[src/rtl/tsc_pkg.sv]
package tsc_pkg;

  localparam int QueueDepth = 4;

  // Control register bit positions.
  localparam int BitInt   = 7;
  localparam int BitAcken = 6;
  localparam int BitStart = 5;
  localparam int BitStop  = 4;
  localparam int BitEn    = 2;
  localparam int BitIe    = 0;
  localparam logic [7:0] KeepMask = 8'h65;

  // Full status codes; the status register holds bits 7:3.
  localparam logic [7:0] StStart      = 8'h08;
  localparam logic [7:0] StMtAddrAck  = 8'h18;
  localparam logic [7:0] StMtAddrNack = 8'h20;
  localparam logic [7:0] StMtDataAck  = 8'h28;
  localparam logic [7:0] StMtDataNack = 8'h30;
  localparam logic [7:0] StMrAddrAck  = 8'h40;
  localparam logic [7:0] StMrAddrNack = 8'h48;
  localparam logic [7:0] StMrDataAck  = 8'h50;
  localparam logic [7:0] StMrDataNack = 8'h58;
  localparam logic [7:0] StSrAddr     = 8'h60;
  localparam logic [7:0] StSrGenCall  = 8'h70;
  localparam logic [7:0] StSrDataAck  = 8'h80;
  localparam logic [7:0] StSrDataNack = 8'h88;
  localparam logic [7:0] StSrGcAck    = 8'h90;
  localparam logic [7:0] StSrGcNack   = 8'h98;
  localparam logic [7:0] StSrStop     = 8'hA0;
  localparam logic [7:0] StStAddr     = 8'hA8;
  localparam logic [7:0] StStDataAck  = 8'hB8;
  localparam logic [7:0] StStDataNack = 8'hC0;
  localparam logic [7:0] StStLastAck  = 8'hC8;
  localparam logic [4:0] StNone       = 5'h1F;

  localparam logic [7:0] DataReset = 8'hFF;
  localparam logic [6:0] OwnAddrReset = 7'h7F;

  typedef enum logic [2:0] {
    OP_CTRL_WRITE = 3'd0,
    OP_DATA_WRITE = 3'd1,
    OP_BUS_IDLE   = 3'd2,
    OP_ADDR_RECV  = 3'd3,
    OP_ADDR_ACK   = 3'd4,
    OP_TX_DONE    = 3'd5,
    OP_RX_DONE    = 3'd6,
    OP_NONE       = 3'd7
  } op_t;

  typedef enum logic [2:0] {
    PH_OTHER    = 3'd0,
    PH_WAITING  = 3'd1,
    PH_ADDRESS  = 3'd2,
    PH_TRANSMIT = 3'd3,
    PH_RECEIVE  = 3'd4
  } phase_t;

  typedef enum logic [2:0] {
    CMD_NONE      = 3'd0,
    CMD_STOP      = 3'd1,
    CMD_START     = 3'd2,
    CMD_RESET_ARB = 3'd3,
    CMD_SEND_ADDR = 3'd4,
    CMD_MASTER_TX = 3'd5,
    CMD_MASTER_RX = 3'd6
  } cmd_t;

  typedef enum logic [1:0] {
    CFG_OWN_ADDRESS  = 2'd0,
    CFG_ADDRESS_MASK = 2'd1,
    CFG_GENCALL      = 2'd2
  } cfg_index_t;

  // Classified item as it travels from the front to the back.
  typedef struct packed {
    op_t        op;
    logic [7:0] byte_value;
    logic       ack_seen;
    logic       from_master;
    logic       start_granted;
    phase_t     phase;
    logic       data_write_ok;
    logic       slave_active;
  } item_t;

endpackage

[src/rtl/tsc_front.sv]
module tsc_front (
  input  logic                s_tvalid,
  output logic                s_tready,
  // byte_value[7:0], ack_seen[8], from_master[9], start_granted[10],
  // master_phase[13:11], master_active[14], master_busy[15],
  // slave_active[16], slave_busy[17], zero[23:18]
  input  logic [23:0]         s_tdata,
  // op[2:0]
  input  logic [2:0]          s_tuser,
  input  logic                queue_full,
  output logic                push,
  output tsc_pkg::item_t      push_item
);

  logic master_active;
  logic master_busy;
  logic slave_active;
  logic slave_busy;

  assign master_active = s_tdata[14];
  assign master_busy   = s_tdata[15];
  assign slave_active  = s_tdata[16];
  assign slave_busy    = s_tdata[17];

  assign s_tready = !queue_full;
  assign push     = s_tvalid && !queue_full;

  always_comb begin
    push_item = '0;
    unique case (s_tuser)
      3'd0: push_item.op = tsc_pkg::OP_CTRL_WRITE;
      3'd1: push_item.op = tsc_pkg::OP_DATA_WRITE;
      3'd2: push_item.op = tsc_pkg::OP_BUS_IDLE;
      3'd3: push_item.op = tsc_pkg::OP_ADDR_RECV;
      3'd4: push_item.op = tsc_pkg::OP_ADDR_ACK;
      3'd5: push_item.op = tsc_pkg::OP_TX_DONE;
      3'd6: push_item.op = tsc_pkg::OP_RX_DONE;
      default: push_item.op = tsc_pkg::OP_NONE;
    endcase
    unique case (s_tdata[13:11])
      3'd1: push_item.phase = tsc_pkg::PH_WAITING;
      3'd2: push_item.phase = tsc_pkg::PH_ADDRESS;
      3'd3: push_item.phase = tsc_pkg::PH_TRANSMIT;
      3'd4: push_item.phase = tsc_pkg::PH_RECEIVE;
      default: push_item.phase = tsc_pkg::PH_OTHER;
    endcase
    push_item.byte_value    = s_tdata[7:0];
    push_item.ack_seen      = s_tdata[8];
    push_item.from_master   = s_tdata[9];
    push_item.start_granted = s_tdata[10];
    // A data write lands only while at least one engine part is active and idle.
    push_item.data_write_ok = (master_active && !master_busy) ||
                              (slave_active && !slave_busy);
    push_item.slave_active  = slave_active;
  end

endmodule

[src/rtl/tsc_queue.sv]
module tsc_queue #(
  parameter int DEPTH = tsc_pkg::QueueDepth
) (
  input  logic           clk,
  input  logic           rst,
  input  logic           push,
  input  tsc_pkg::item_t push_item,
  output logic           full,
  input  logic           pop,
  output logic           head_valid,
  output tsc_pkg::item_t head_item
);

  localparam int PtrW = (DEPTH > 1) ? $clog2(DEPTH) : 1;
  localparam int CntW = $clog2(DEPTH + 1);

  tsc_pkg::item_t entries [DEPTH];
  logic [PtrW-1:0] wr_ptr;
  logic [PtrW-1:0] rd_ptr;
  logic [CntW-1:0] count;

  assign full       = (count == CntW'(DEPTH));
  assign head_valid = (count != '0);
  assign head_item  = entries[rd_ptr];

  always_ff @(posedge clk) begin
    if (push) begin
      entries[wr_ptr] <= push_item;
    end
  end

  always_ff @(posedge clk) begin
    if (rst) begin
      wr_ptr <= '0;
      rd_ptr <= '0;
      count  <= '0;
    end else begin
      if (push) begin
        wr_ptr <= (wr_ptr == PtrW'(DEPTH - 1)) ? '0 : wr_ptr + 1'b1;
      end
      if (pop) begin
        rd_ptr <= (rd_ptr == PtrW'(DEPTH - 1)) ? '0 : rd_ptr + 1'b1;
      end
      if (push && !pop) begin
        count <= count + 1'b1;
      end else if (pop && !push) begin
        count <= count - 1'b1;
      end
    end
  end

  a_count_bound: assert property (@(posedge clk) disable iff (rst)
    count <= CntW'(DEPTH))
    else $error("queue count above depth");

  a_no_underflow: assert property (@(posedge clk) disable iff (rst)
    pop |-> head_valid)
    else $error("pop from empty queue");

  a_fill: assert property (@(posedge clk) disable iff (rst)
    (push && !pop) |=> count == $past(count) + 1'b1)
    else $error("queue count did not grow on push");

endmodule

[src/rtl/tsc_back.sv]
module tsc_back (
  input  logic           clk,
  input  logic           rst,
  input  logic           cfg_valid,
  input  logic [1:0]     cfg_index,
  input  logic [6:0]     cfg_data,
  input  logic           head_valid,
  input  tsc_pkg::item_t head_item,
  output logic           pop,
  output logic           m_tvalid,
  input  logic           m_tready,
  // command_byte[7:0], engine_enable[8], slave_ack_valid[9], slave_ack[10],
  // master_ack_valid[11], master_ack[12], status_code[17:13],
  // irq_request[18], data_value[26:19], control_value[34:27], zero[39:35]
  output logic [39:0]    m_tdata,
  // engine_command[2:0]
  output logic [2:0]     m_tuser
);

  logic [6:0] own_address;
  logic [6:0] address_mask;
  logic       gencall_enable;

  logic [7:0] control_bits, control_bits_next;
  logic       interrupt_flag, interrupt_flag_next;
  logic [4:0] status_value, status_value_next;
  logic [7:0] data_byte, data_byte_next;
  logic       general_call_mode, general_call_mode_next;
  logic       receive_direction, receive_direction_next;

  tsc_pkg::cmd_t cmd;
  logic [7:0] cbyte;
  logic       sav, sa, mav, ma;
  logic       acken;
  logic       clear;
  logic [6:0] addr;
  logic [7:0] bv;
  logic [7:0] ctrl_read;

  assign pop = head_valid && (!m_tvalid || m_tready);

  always_ff @(posedge clk) begin
    if (rst) begin
      own_address    <= tsc_pkg::OwnAddrReset;
      address_mask   <= '0;
      gencall_enable <= 1'b0;
    end else if (cfg_valid) begin
      unique case (cfg_index)
        tsc_pkg::CFG_OWN_ADDRESS:  own_address    <= cfg_data;
        tsc_pkg::CFG_ADDRESS_MASK: address_mask   <= cfg_data;
        tsc_pkg::CFG_GENCALL:      gencall_enable <= cfg_data[0];
        default: ;
      endcase
    end
  end

  always_comb begin
    control_bits_next      = control_bits;
    interrupt_flag_next    = interrupt_flag;
    status_value_next      = status_value;
    data_byte_next         = data_byte;
    general_call_mode_next = general_call_mode;
    receive_direction_next = receive_direction;
    cmd   = tsc_pkg::CMD_NONE;
    cbyte = '0;
    sav   = 1'b0;
    sa    = 1'b0;
    mav   = 1'b0;
    ma    = 1'b0;
    clear = 1'b0;
    bv    = head_item.byte_value;
    addr  = bv[7:1];
    acken = control_bits[tsc_pkg::BitAcken];

    unique case (head_item.op)
      tsc_pkg::OP_CTRL_WRITE: begin
        control_bits_next = bv & tsc_pkg::KeepMask;
        if (bv[tsc_pkg::BitInt]) begin
          interrupt_flag_next = 1'b0;
          status_value_next   = tsc_pkg::StNone;
          clear = 1'b1;
        end else begin
          clear = !interrupt_flag;
        end
        if (bv[tsc_pkg::BitEn] && clear) begin
          if (bv[tsc_pkg::BitStop]) begin
            cmd = tsc_pkg::CMD_STOP;
          end else if (bv[tsc_pkg::BitStart]) begin
            cmd = tsc_pkg::CMD_START;
            if (head_item.start_granted) begin
              status_value_next   = tsc_pkg::StStart[7:3];
              interrupt_flag_next = 1'b1;
            end
          end else begin
            unique case (head_item.phase)
              tsc_pkg::PH_WAITING: cmd = tsc_pkg::CMD_RESET_ARB;
              tsc_pkg::PH_ADDRESS: begin
                receive_direction_next = data_byte[0];
                cmd   = tsc_pkg::CMD_SEND_ADDR;
                cbyte = data_byte;
              end
              tsc_pkg::PH_TRANSMIT: begin
                cmd   = tsc_pkg::CMD_MASTER_TX;
                cbyte = data_byte;
              end
              tsc_pkg::PH_RECEIVE: cmd = tsc_pkg::CMD_MASTER_RX;
              default: ;
            endcase
          end
        end
      end
      tsc_pkg::OP_DATA_WRITE: begin
        if (head_item.data_write_ok) begin
          data_byte_next = bv;
        end
      end
      tsc_pkg::OP_BUS_IDLE: begin
        if (control_bits[tsc_pkg::BitStart]) begin
          cmd = tsc_pkg::CMD_START;
          if (head_item.start_granted) begin
            status_value_next   = tsc_pkg::StStart[7:3];
            interrupt_flag_next = 1'b1;
          end
        end
        // A stop seen by an active slave overrides the start status.
        if (head_item.slave_active) begin
          status_value_next   = tsc_pkg::StSrStop[7:3];
          interrupt_flag_next = 1'b1;
        end
      end
      tsc_pkg::OP_ADDR_RECV: begin
        data_byte_next = bv;
        sav = 1'b1;
        if (acken) begin
          if (addr == '0) begin
            // General call is only taken for a write.
            if (!bv[0] && gencall_enable) begin
              sa = 1'b1;
              general_call_mode_next = 1'b1;
              receive_direction_next = 1'b1;
              status_value_next      = tsc_pkg::StSrGenCall[7:3];
              interrupt_flag_next    = 1'b1;
            end
          end else if ((addr | address_mask) == (own_address | address_mask)) begin
            sa = 1'b1;
            general_call_mode_next = 1'b0;
            receive_direction_next = !bv[0];
            status_value_next = !bv[0] ? tsc_pkg::StSrAddr[7:3] : tsc_pkg::StStAddr[7:3];
            interrupt_flag_next = 1'b1;
          end
        end
      end
      tsc_pkg::OP_ADDR_ACK: begin
        interrupt_flag_next = 1'b1;
        if (head_item.ack_seen) begin
          status_value_next = receive_direction ? tsc_pkg::StMrAddrAck[7:3]
                                                : tsc_pkg::StMtAddrAck[7:3];
        end else begin
          status_value_next = receive_direction ? tsc_pkg::StMrAddrNack[7:3]
                                                : tsc_pkg::StMtAddrNack[7:3];
        end
      end
      tsc_pkg::OP_TX_DONE: begin
        interrupt_flag_next = 1'b1;
        if (head_item.from_master) begin
          status_value_next = head_item.ack_seen ? tsc_pkg::StMtDataAck[7:3]
                                                 : tsc_pkg::StMtDataNack[7:3];
        end else if (!head_item.ack_seen) begin
          status_value_next = tsc_pkg::StStDataNack[7:3];
        end else begin
          status_value_next = acken ? tsc_pkg::StStDataAck[7:3]
                                    : tsc_pkg::StStLastAck[7:3];
        end
      end
      tsc_pkg::OP_RX_DONE: begin
        data_byte_next      = bv;
        interrupt_flag_next = 1'b1;
        if (head_item.from_master) begin
          mav = 1'b1;
          ma  = acken;
          status_value_next = acken ? tsc_pkg::StMrDataAck[7:3]
                                    : tsc_pkg::StMrDataNack[7:3];
        end else begin
          sav = 1'b1;
          sa  = acken;
          if (general_call_mode) begin
            status_value_next = acken ? tsc_pkg::StSrGcAck[7:3]
                                      : tsc_pkg::StSrGcNack[7:3];
          end else begin
            status_value_next = acken ? tsc_pkg::StSrDataAck[7:3]
                                      : tsc_pkg::StSrDataNack[7:3];
          end
        end
      end
      default: ;
    endcase

    ctrl_read = {interrupt_flag_next, control_bits_next[6:0]};
  end

  always_ff @(posedge clk) begin
    if (rst) begin
      control_bits      <= '0;
      interrupt_flag    <= 1'b0;
      status_value      <= tsc_pkg::StNone;
      data_byte         <= tsc_pkg::DataReset;
      general_call_mode <= 1'b0;
      receive_direction <= 1'b0;
      m_tvalid          <= 1'b0;
    end else begin
      if (pop) begin
        control_bits      <= control_bits_next;
        interrupt_flag    <= interrupt_flag_next;
        status_value      <= status_value_next;
        data_byte         <= data_byte_next;
        general_call_mode <= general_call_mode_next;
        receive_direction <= receive_direction_next;
        m_tvalid          <= 1'b1;
      end else if (m_tready) begin
        m_tvalid <= 1'b0;
      end
    end
  end

  always_ff @(posedge clk) begin
    if (pop) begin
      m_tuser <= cmd;
      m_tdata <= {5'd0, ctrl_read, data_byte_next,
                  interrupt_flag_next && control_bits_next[tsc_pkg::BitIe],
                  status_value_next, ma, mav, sa, sav,
                  control_bits_next[tsc_pkg::BitEn], cbyte};
    end
  end

  a_flag_status: assert property (@(posedge clk) disable iff (rst)
    !interrupt_flag |-> status_value == tsc_pkg::StNone)
    else $error("status code set without interrupt flag");

  a_ctrl_kept: assert property (@(posedge clk) disable iff (rst)
    (control_bits & ~tsc_pkg::KeepMask) == '0)
    else $error("control register holds a bit that is not kept");

  a_addr_reply: assert property (@(posedge clk) disable iff (rst)
    (pop && head_item.op == tsc_pkg::OP_ADDR_RECV) |=> m_tvalid && m_tdata[9])
    else $error("address item gave no slave reply");

endmodule

[src/rtl/twi_status_and_control_core.sv]
// Register and status front end of a two-wire bus controller. CPU register
// writes and bus engine events arrive as input items (op in s_tuser); each
// produces exactly one result item carrying the engine command (m_tuser),
// ack replies, status code, interrupt request and register read values.
// The block takes one item per clock cycle while the queue is not full: a
// front stage classifies each item into a queue of QUEUE_DEPTH entries, and
// the back stage retires one queue entry per cycle into the output register
// while that register is empty or being taken, so a result passes through
// the queue and then the output register. Each side may stall on its own
// until the queue fills. Configuration writes (index 0 own address, 1 address
// mask, 2 general call enable) are always ready and take effect at once.
module twi_status_and_control_core #(
  parameter int QUEUE_DEPTH = tsc_pkg::QueueDepth
) (
  input  logic        clk,
  input  logic        rst,
  input  logic        cfg_valid,
  output logic        cfg_ready,
  input  logic [1:0]  cfg_index,
  input  logic [6:0]  cfg_data,
  input  logic        s_tvalid,
  output logic        s_tready,
  // byte_value[7:0], ack_seen[8], from_master[9], start_granted[10],
  // master_phase[13:11], master_active[14], master_busy[15],
  // slave_active[16], slave_busy[17], zero[23:18]
  input  logic [23:0] s_tdata,
  // op[2:0]
  input  logic [2:0]  s_tuser,
  output logic        m_tvalid,
  input  logic        m_tready,
  // command_byte[7:0], engine_enable[8], slave_ack_valid[9], slave_ack[10],
  // master_ack_valid[11], master_ack[12], status_code[17:13],
  // irq_request[18], data_value[26:19], control_value[34:27], zero[39:35]
  output logic [39:0] m_tdata,
  // engine_command[2:0]
  output logic [2:0]  m_tuser
);

  logic           push;
  tsc_pkg::item_t push_item;
  logic           queue_full;
  logic           pop;
  logic           head_valid;
  tsc_pkg::item_t head_item;

  assign cfg_ready = 1'b1;

  tsc_front u_front (
    .s_tvalid   (s_tvalid),
    .s_tready   (s_tready),
    .s_tdata    (s_tdata),
    .s_tuser    (s_tuser),
    .queue_full (queue_full),
    .push       (push),
    .push_item  (push_item)
  );

  tsc_queue #(
    .DEPTH (QUEUE_DEPTH)
  ) u_queue (
    .clk        (clk),
    .rst        (rst),
    .push       (push),
    .push_item  (push_item),
    .full       (queue_full),
    .pop        (pop),
    .head_valid (head_valid),
    .head_item  (head_item)
  );

  tsc_back u_back (
    .clk        (clk),
    .rst        (rst),
    .cfg_valid  (cfg_valid && cfg_ready),
    .cfg_index  (cfg_index),
    .cfg_data   (cfg_data),
    .head_valid (head_valid),
    .head_item  (head_item),
    .pop        (pop),
    .m_tvalid   (m_tvalid),
    .m_tready   (m_tready),
    .m_tdata    (m_tdata),
    .m_tuser    (m_tuser)
  );

endmodule

[config.mk]
export PLATFORM = sky130hd
export DESIGN_NAME = twi_status_and_control_core
export DESIGN_NICKNAME = d
export VERILOG_FILES = /design/src/rtl/tsc_pkg.sv /design/src/rtl/tsc_front.sv /design/src/rtl/tsc_queue.sv /design/src/rtl/tsc_back.sv /design/src/rtl/twi_status_and_control_core.sv
export SDC_FILE = /design/constraint.sdc
export NUM_CORES = 1
export LEC_CHECK = 0
export BUFFER_PORTS_ARGS = -buffer_cell sky130_fd_sc_hd__buf_4
export CORE_MARGIN = 5
export CORE_UTILIZATION = 40
export CTS_CLUSTER_SIZE = 12
export DETAILED_ROUTE_END_ITERATION = 16
export GPL_TIMING_DRIVEN = 0
export PLACE_DENSITY = 0.56
export SYNTH_ARGS = -nofsm -noshare
export SYNTH_HDL_FRONTEND = slang
export SYNTH_SLANG_ARGS = --single-unit
[constraint.sdc]
create_clock -name clk -period 3.5 [get_ports clk]
set_input_delay 0.525 -clock clk [delete_from_list [all_inputs] [get_ports clk]]
set_output_delay 0.525 -clock clk [all_outputs]
set_load 0.02 [all_outputs]
==> out/qor.csv, run 1 <==
metric,value,unit
vias_per_cell,5.23,
clk_root_buffer_cell,clkbuf_16,
skew,8.99,ps
tns,0,ps
wl_per_cell,18.2,µm
grt_max_degree,39,
antenna_cells,0,
totalWireLength,16.6,mm
worstMarginPinSlew,1070,ps
setup_viol,0,
portBuffers,71,
ctsResizeCount,0,
cp_num_buf_inv,4,
irDropWorstVdd,431,µV
cts_buffer_depth,2,
synth-seq-cells,161,
die_area,21100,µm²
clock_latency,430,ps
placed_cells,879,
synthCells,574,
synth_edf_count,113,
dpl_cell_area,8190,µm²
initial_core_util,0.407,
synthesis.area,7340,µm²
maxClockFrequency,0.308,GHz
slew_headroom,0.285,
grt_overflow_total,0,
gp_congestion,0.857,
grt_pass1_vias,4840,
worstPathMaxFanout,10,
drc_errors,0,
grt.total_usage,0.157,
rsz0062_at_grt,no,
hold_path.class,input pin to flip-flop,
stdcell_area,8810,µm²
cp-end-kind,flip-flop,
cts_setup_buffers,0,
fin_nets,719,
antenna_found_initial,0,
dp_hpwl,11.8,mm
cp.required,3670,ps
final_cell_mix,"113 x edfxtp_1, 78 x buf_4, 59 x nand2_1",
hold_viol,0,
finalCoreUtilization,0.489,
rows,49,
cts_made_buffers,17,
final.fill_count,1581,
grt_pass1_wl,26.2,mm
ys_seq_area_frac,0.594,
final_cell_count_no_fill,911,
status,"finished, final reports clean",
slowest_stage,mux4_2,
core_region_area,18000,µm²
final_layout_size_suffix_gt1_frac,0.242,
path_clk_slew,70,ps
ys_warn_count,0,
start_kind,flip-flop,
setup.worst_path.class,flip-flop to flip-flop,
power_density,901,nW/µm²
finalCritPeriodShare,0.929,
syn_area_per_cell,12.8,µm²
drtIter0Drc,351,
final_common_cell,edfxtp_1,
p_leak,3.27,nW
htree_levels,4,
slew_viol_final,0,
dr.pass1.iters,5,
cts.sink_count,161,
io_pins,87,
holdWs,293,ps
regArea,4350,µm²
vias,4769,
r2r_slack,250,ps
crit_family,buffers and inverters,
cpMostUsedCell,buf_2,
slowest_delay,440,ps
critical_path_arrival,3420,ps
multiInputGateArea,2720,µm²
synth_ff_type,edfxtp_1,
maxCapViolCount,0,
yosys.cell_types.count,70,
finalCriticalPeriod,3250,ps
cts-hold-fix-buffers,0,
p_total,7.94,mW
async_flop_share,0,
layout_setup_ws,249,ps
die_height,145,µm
syn2layout_area_growth,20.1,%
crit_chain,buf_2 > buf_2 > buf_2 > mux4_2 > inv_1 > ha_1 > nor2_1 > a31oi_1 > o21ai_0 > nand3_1 > o32a_1,
drt.antenna.violating_nets,0,
dpl_worst_slack,243,ps
die-width,145,µm
cts_tree,done,
-- cells in the mapped netlist, types with 4 or more instances --
cell type | number | area share
or3_1 | 4 | 0.0034
dfxtp_1 | 48 | 0.13
mux2_2 | 8 | 0.012
edfxtp_1 | 113 | 0.46
inv_1 | 14 | 0.0072
buf_1 | 5 | 0.0026
o32ai_1 | 5 | 0.0060
a21oi_1 | 26 | 0.018
mux2i_1 | 31 | 0.042
o21ai_0 | 13 | 0.0089
xnor2_1 | 4 | 0.0048
nand2b_1 | 9 | 0.0077
and2_1 | 19 | 0.016
xor2_1 | 11 | 0.013
nand2_1 | 59 | 0.030
ha_1 | 8 | 0.014
mux4_2 | 19 | 0.058
nor3_1 | 6 | 0.0041
clkbuf_1 | 16 | 0.0082
and3_1 | 6 | 0.0051
buf_4 | 7 | 0.0072
o21a_1 | 4 | 0.0041
nand3_1 | 15 | 0.010
buf_2 | 6 | 0.0041
nor2b_1 | 9 | 0.0077
nor2_1 | 39 | 0.020
nor3b_1 | 4 | 0.0041
o31ai_1 | 4 | 0.0041
-- cells by family after synthesis --
| logic type | Yosys count | synth area share |
|---|---|---|
| AOI/OAI and AO/OA | 88 | 0.0877 |
| xor gates and xnor gates | 15 | 0.0179 |
| adders and majority gates | 9 | 0.0164 |
| buffers and inverters | 53 | 0.0382 |
| DFF | 161 | 0.594 |
| muxes | 58 | 0.113 |
| other | 2 | 0.00102 |
| and+or+nand+nor | 188 | 0.132 |
-- power breakdown --
part	switching (mW)	internal, mW	leakage [nW]
Clock	0.785	1.16	0.289
Sequential	0.167	2.56	1.45
Combinational	1.95	1.32	1.52
Total	2.91	5.03	3.27
-- layout make-up --
| class | instances | share of cell area |
|---|---|---|
| Tap cell | 229 | 0.0325 |
| Multi-Input combinational cell | 364 | 0.308 |
| Clock buffer | 19 | 0.0503 |
| Inverter | 15 | 0.00639 |
| Timing Repair Buffer | 72 | 0.0628 |
| Clock inverter | 13 | 0.0199 |
| Sequential cell | 161 | 0.494 |
| Buffer | 38 | 0.0256 |
-- worst reg2reg max path, delay by kind of cell (launching register included) --
kind                     cells  cell delay, ps
buffers and inverters        4            1060
AO/OA/AOI/OAI                3             670
multiplexers                 1             440
flip-flops                   1             330
AND/OR/NAND/NOR              2             270
adder cells (fa/ha/maj)      1             230
-- path summary, 6_finish.rpt --
check,start,endpoint,depth (start not counted)
worst min-delay path,s_tdata[8],u_queue.entries[2][7]$_DFFE_PP_,1
worst max register to register,flip-flop,u_back.m_tdata[13]$_DFFE_PP_,11
worst max-delay path,flip-flop,u_back.m_tdata[13]$_DFFE_PP_,11
worst min register to register,u_back.control_bits[1]$_SDFFE_PP0P_,u_back.control_bits[1]$_SDFFE_PP0P_,1
-- metal layers --
layer	vias up	routed length, µm	track usage
li1	2288	-	-
met1	2324	7430	0.207
met2	129	8110	0.259
met3	28	721	0.0343
met4	0	301	0.0536
met5	-	0	0
-- registers in the layout, summed over array words and instances (netlist names), named ones only --
name,cells
u_queue.entries,76
u_back.m_tdata,34
u_back.data_byte,8
u_back.address_mask,7
u_back.control_bits,7
u_back.own_address,7
u_back.status_value,5
u_back.m_tuser,3
u_queue.count,3
u_queue.rd_ptr,2
u_queue.wr_ptr,2
u_back.gencall_enable,1
u_back.general_call_mode,1
u_back.interrupt_flag,1
u_back.m_tvalid,1
u_back.receive_direction,1
Power figures use the tool's default switching activity.
==> inputs of run 2 (changes only) <==
--- a/config.mk
+++ b/config.mk
@@ -11,7 +11,9 @@
 export CTS_CLUSTER_SIZE = 12
 export DETAILED_ROUTE_END_ITERATION = 16
 export GPL_TIMING_DRIVEN = 0
+export MAX_ROUTING_LAYER = met4
 export PLACE_DENSITY = 0.56
+export RECOVER_POWER = 50
 export SYNTH_ARGS = -nofsm -noshare
 export SYNTH_HDL_FRONTEND = slang
 export SYNTH_SLANG_ARGS = --single-unit
==> run 2 against run 1 <==
Global-route usage rose by 0.66 points. Core utilization fell by 1.2 points. Worst setup slack got worse by 0.96 ps. First-iteration DRC count rose by 11%. Largest power group unchanged. Clock-buffer cell count rose by 3. Combinational power fell by 5%. Total power fell by 2.6%. Critical endpoint is now u_queue.count[2]$_SDFFE_PP0P_. Clock power fell by 2%. Flip-flop and latch count did not move. Maximum frequency barely moved.
==> out/qor.csv, run 2 (synthesis gave the netlist of run 1 again) <==
metric,value,unit,change
grt_pass1_vias,4874,,+0.70%
final_common_cell,edfxtp_1,,
clk_root_buffer_cell,clkbuf_16,,
setup_viol,0,,unchanged
tns,0,ps,unchanged
slew_headroom,0.291,,+0.00608
final_layout_size_suffix_gt1_frac,0.158,,-0.0836
maxCapViolCount,0,,unchanged
largest_reg_flops,76,,unchanged
cts_buffer_depth,2,,unchanged
start_kind,flip-flop,,
slowest_delay,590,ps,+150 ps
cp_num_cells,10,,-1
final_cell_mix,"113 x edfxtp_1, 74 x clkbuf_1, 59 x nand2_1",,
gp_congestion,0.897,,+4.6%
cts_setup_buffers,0,,unchanged
cp_num_buf_inv,3,,-1
setup.worst_path.class,flip-flop to flip-flop,,
switching_share,0.369,,+0.00342
hold_path.class,input pin to flip-flop,,
final_cell_count_no_fill,911,,unchanged
clock_latency,420,ps,about the same
totalWireLength,16.8,mm,+1.4%
antenna_cells,0,,unchanged
antenna_found_initial,0,,unchanged
worst_r2r_path_depth,10,,-1
finalCritPeriodShare,0.929,,about the same
r2r_start,u_queue.count[0]$_SDFFE_PP0P_,,
grt.total_usage,0.164,,+0.00660
cp-startpoint,u_queue.count[0]$_SDFFE_PP0P_,,
pwr-share-seq,0.352,,+0.008
crit_end,u_queue.count[2]$_SDFFE_PP0P_,,
finalCriticalPeriod,3250,ps,+0.957 ps
die_height,145,µm,unchanged
crit_chain,nor3_1 > a21o_1 > clkbuf_1 > buf_1 > ha_1 > inv_1 > fa_1 > xor2_1 > or3_1 > a21oi_1,,
grt_overflow_total,0,,unchanged
hold_viol,0,,unchanged
dp_hpwl,11.8,mm,-0.19%
critical_path_arrival,3600,ps,+180 ps
vias_per_cell,5.27,,+0.69%
rows,49,,unchanged
power_density,899,nW/µm²,-0.21%
power_switching,2.86,mW,-1.7%
p_int,4.87,mW,-3.2%
cts-hold-fix-buffers,0,,unchanged
irDropWorstVdd,457,µV,+6.1%
cp.required,3850,ps,+180 ps
die-width,145,µm,unchanged
p_clk_frac,0.246,,about the same
top_register,u_queue.entries,,
r2r_slack,250,ps,about the same
status,"finished, final reports clean",,
worstMarginPinSlew,1060,ps,-9.12 ps
core_region_area,18000,µm²,unchanged
path_clk_slew,70,ps,about the same
cts_tree,done,,
grt_pass1_wl,26.5,mm,+1.3%
wl_per_cell,18.4,µm,+1.4%
drc_errors,0,,unchanged
p_leak,3.07,nW,-6.0%
slowest_stage,buf_1,,
worstPathMaxFanout,10,,unchanged
dr.pass1.iters,5,,unchanged
drt.antenna.violating_nets,0,,unchanged
skew,9.19,ps,+0.204 ps
portBuffers,71,,unchanged
rsz0062_at_grt,no,,
drtIter0Drc,389,,+11%
maxClockFrequency,0.307,GHz,about the same
die_area,21100,µm²,unchanged
grt_max_degree,39,,unchanged
fin_nets,719,,unchanged
placed_cells,879,,unchanged
htree_levels,4,,unchanged
cp-end-kind,flip-flop,,
io_pins,87,,unchanged
crit_family,buffers and inverters,,
vias,4802,,+0.69%
largest_registers,"u_queue.entries: 76 flops, u_back.m_tdata: 34 flops, u_back.data_byte: 8 flops",,
comb_power_share,0.401,,-0.011
cts_made_buffers,17,,unchanged
ctsResizeCount,0,,unchanged
initial_core_util,0.407,,unchanged
worstReg2RegEnd,u_queue.count[2]$_SDFFE_PP0P_,,
syn2layout_area_growth,17.2,%,
slew_viol_final,0,,unchanged
cts.sink_count,161,,unchanged
[run 2: cell count changes in the layout (fill, tap and decap cells not counted), sizes merged]
cell / change
buf: -57
clkinv: +3
clkbuf: +60
clkinvlp: -2
inv: -4
[run 2: stage by stage]
stage	hold slack (ps)	utilization	setup WS, ps	area (µm²)	power [mW]
floorplan	421	-	797	7350	5.00
global placement	438	0.453	136	8170	5.97
detailed placement	436	0.454	245	8190	6.03
CTS	290	0.488	206	8800	7.95
global route	328	0.477	67.7	8590	8.17
finish	330	0.477	248	8590	7.73
[run 2: worst register-to-register path, stage by stage, from the launching register on]
cell and delay (ps):
dfxtp_1 360, nor3_1 310, a21o_1 120, clkbuf_1 410
buf_1 590, ha_1 310, inv_1 60, fa_1 380
xor2_1 170, or3_1 310, a21oi_1 150
[run 2: layer usage]
metal,up-vias,GRT usage,routed length [µm]
met3,19,0.0355,749
met5,-,-,0
met2,134,0.259,7950
met1,2355,0.210,7840
met4,0,0.0583,262
li1,2294,-,-
[run 2: worst min path at each step]
stage / from / to / slack [ps] / depth (start not counted)
finish: cfg_data[2] / u_back.own_address[2]$_SDFFE_PP1P_ / 330 / 3
global placement: u_back.control_bits[3]$_SDFFE_PP0P_ / u_back.control_bits[3]$_SDFFE_PP0P_ / 440 / 1
detailed placement: u_back.control_bits[1]$_SDFFE_PP0P_ / u_back.control_bits[1]$_SDFFE_PP0P_ / 440 / 1
CTS: s_tdata[10] / u_queue.entries[0][5]$_DFFE_PP_ / 290 / 1
floorplan: u_back.control_bits[1]$_SDFFE_PP0P_ / u_back.control_bits[1]$_SDFFE_PP0P_ / 420 / 1
global route: cfg_data[0] / u_back.own_address[0]$_SDFFE_PP1P_ / 330 / 3
[run 2: power by group through the flow]
| stage | sequential [mW] | clock [mW] | combinational (mW) |
|---|---|---|---|
| finish | 2.72 | 1.90 | 3.10 |
| floorplan | 3.02 | 0 | 1.98 |
| global route | 2.77 | 2.01 | 3.38 |
| CTS | 2.73 | 1.93 | 3.29 |
| detailed placement | 2.77 | 0 | 3.27 |
| global placement | 2.77 | 0 | 3.21 |
[run 2: final cells by class]
type                            instances  area [µm²]
Buffer                                 38         224
Clock buffer                           22         474
Clock inverter                         10         133
Fill cell                            1639        9430
Inverter                               15        56.3
Multi-Input combinational cell        364        2720
Sequential cell                       161        4350
Tap cell                              229         287
Timing Repair Buffer                   72         350
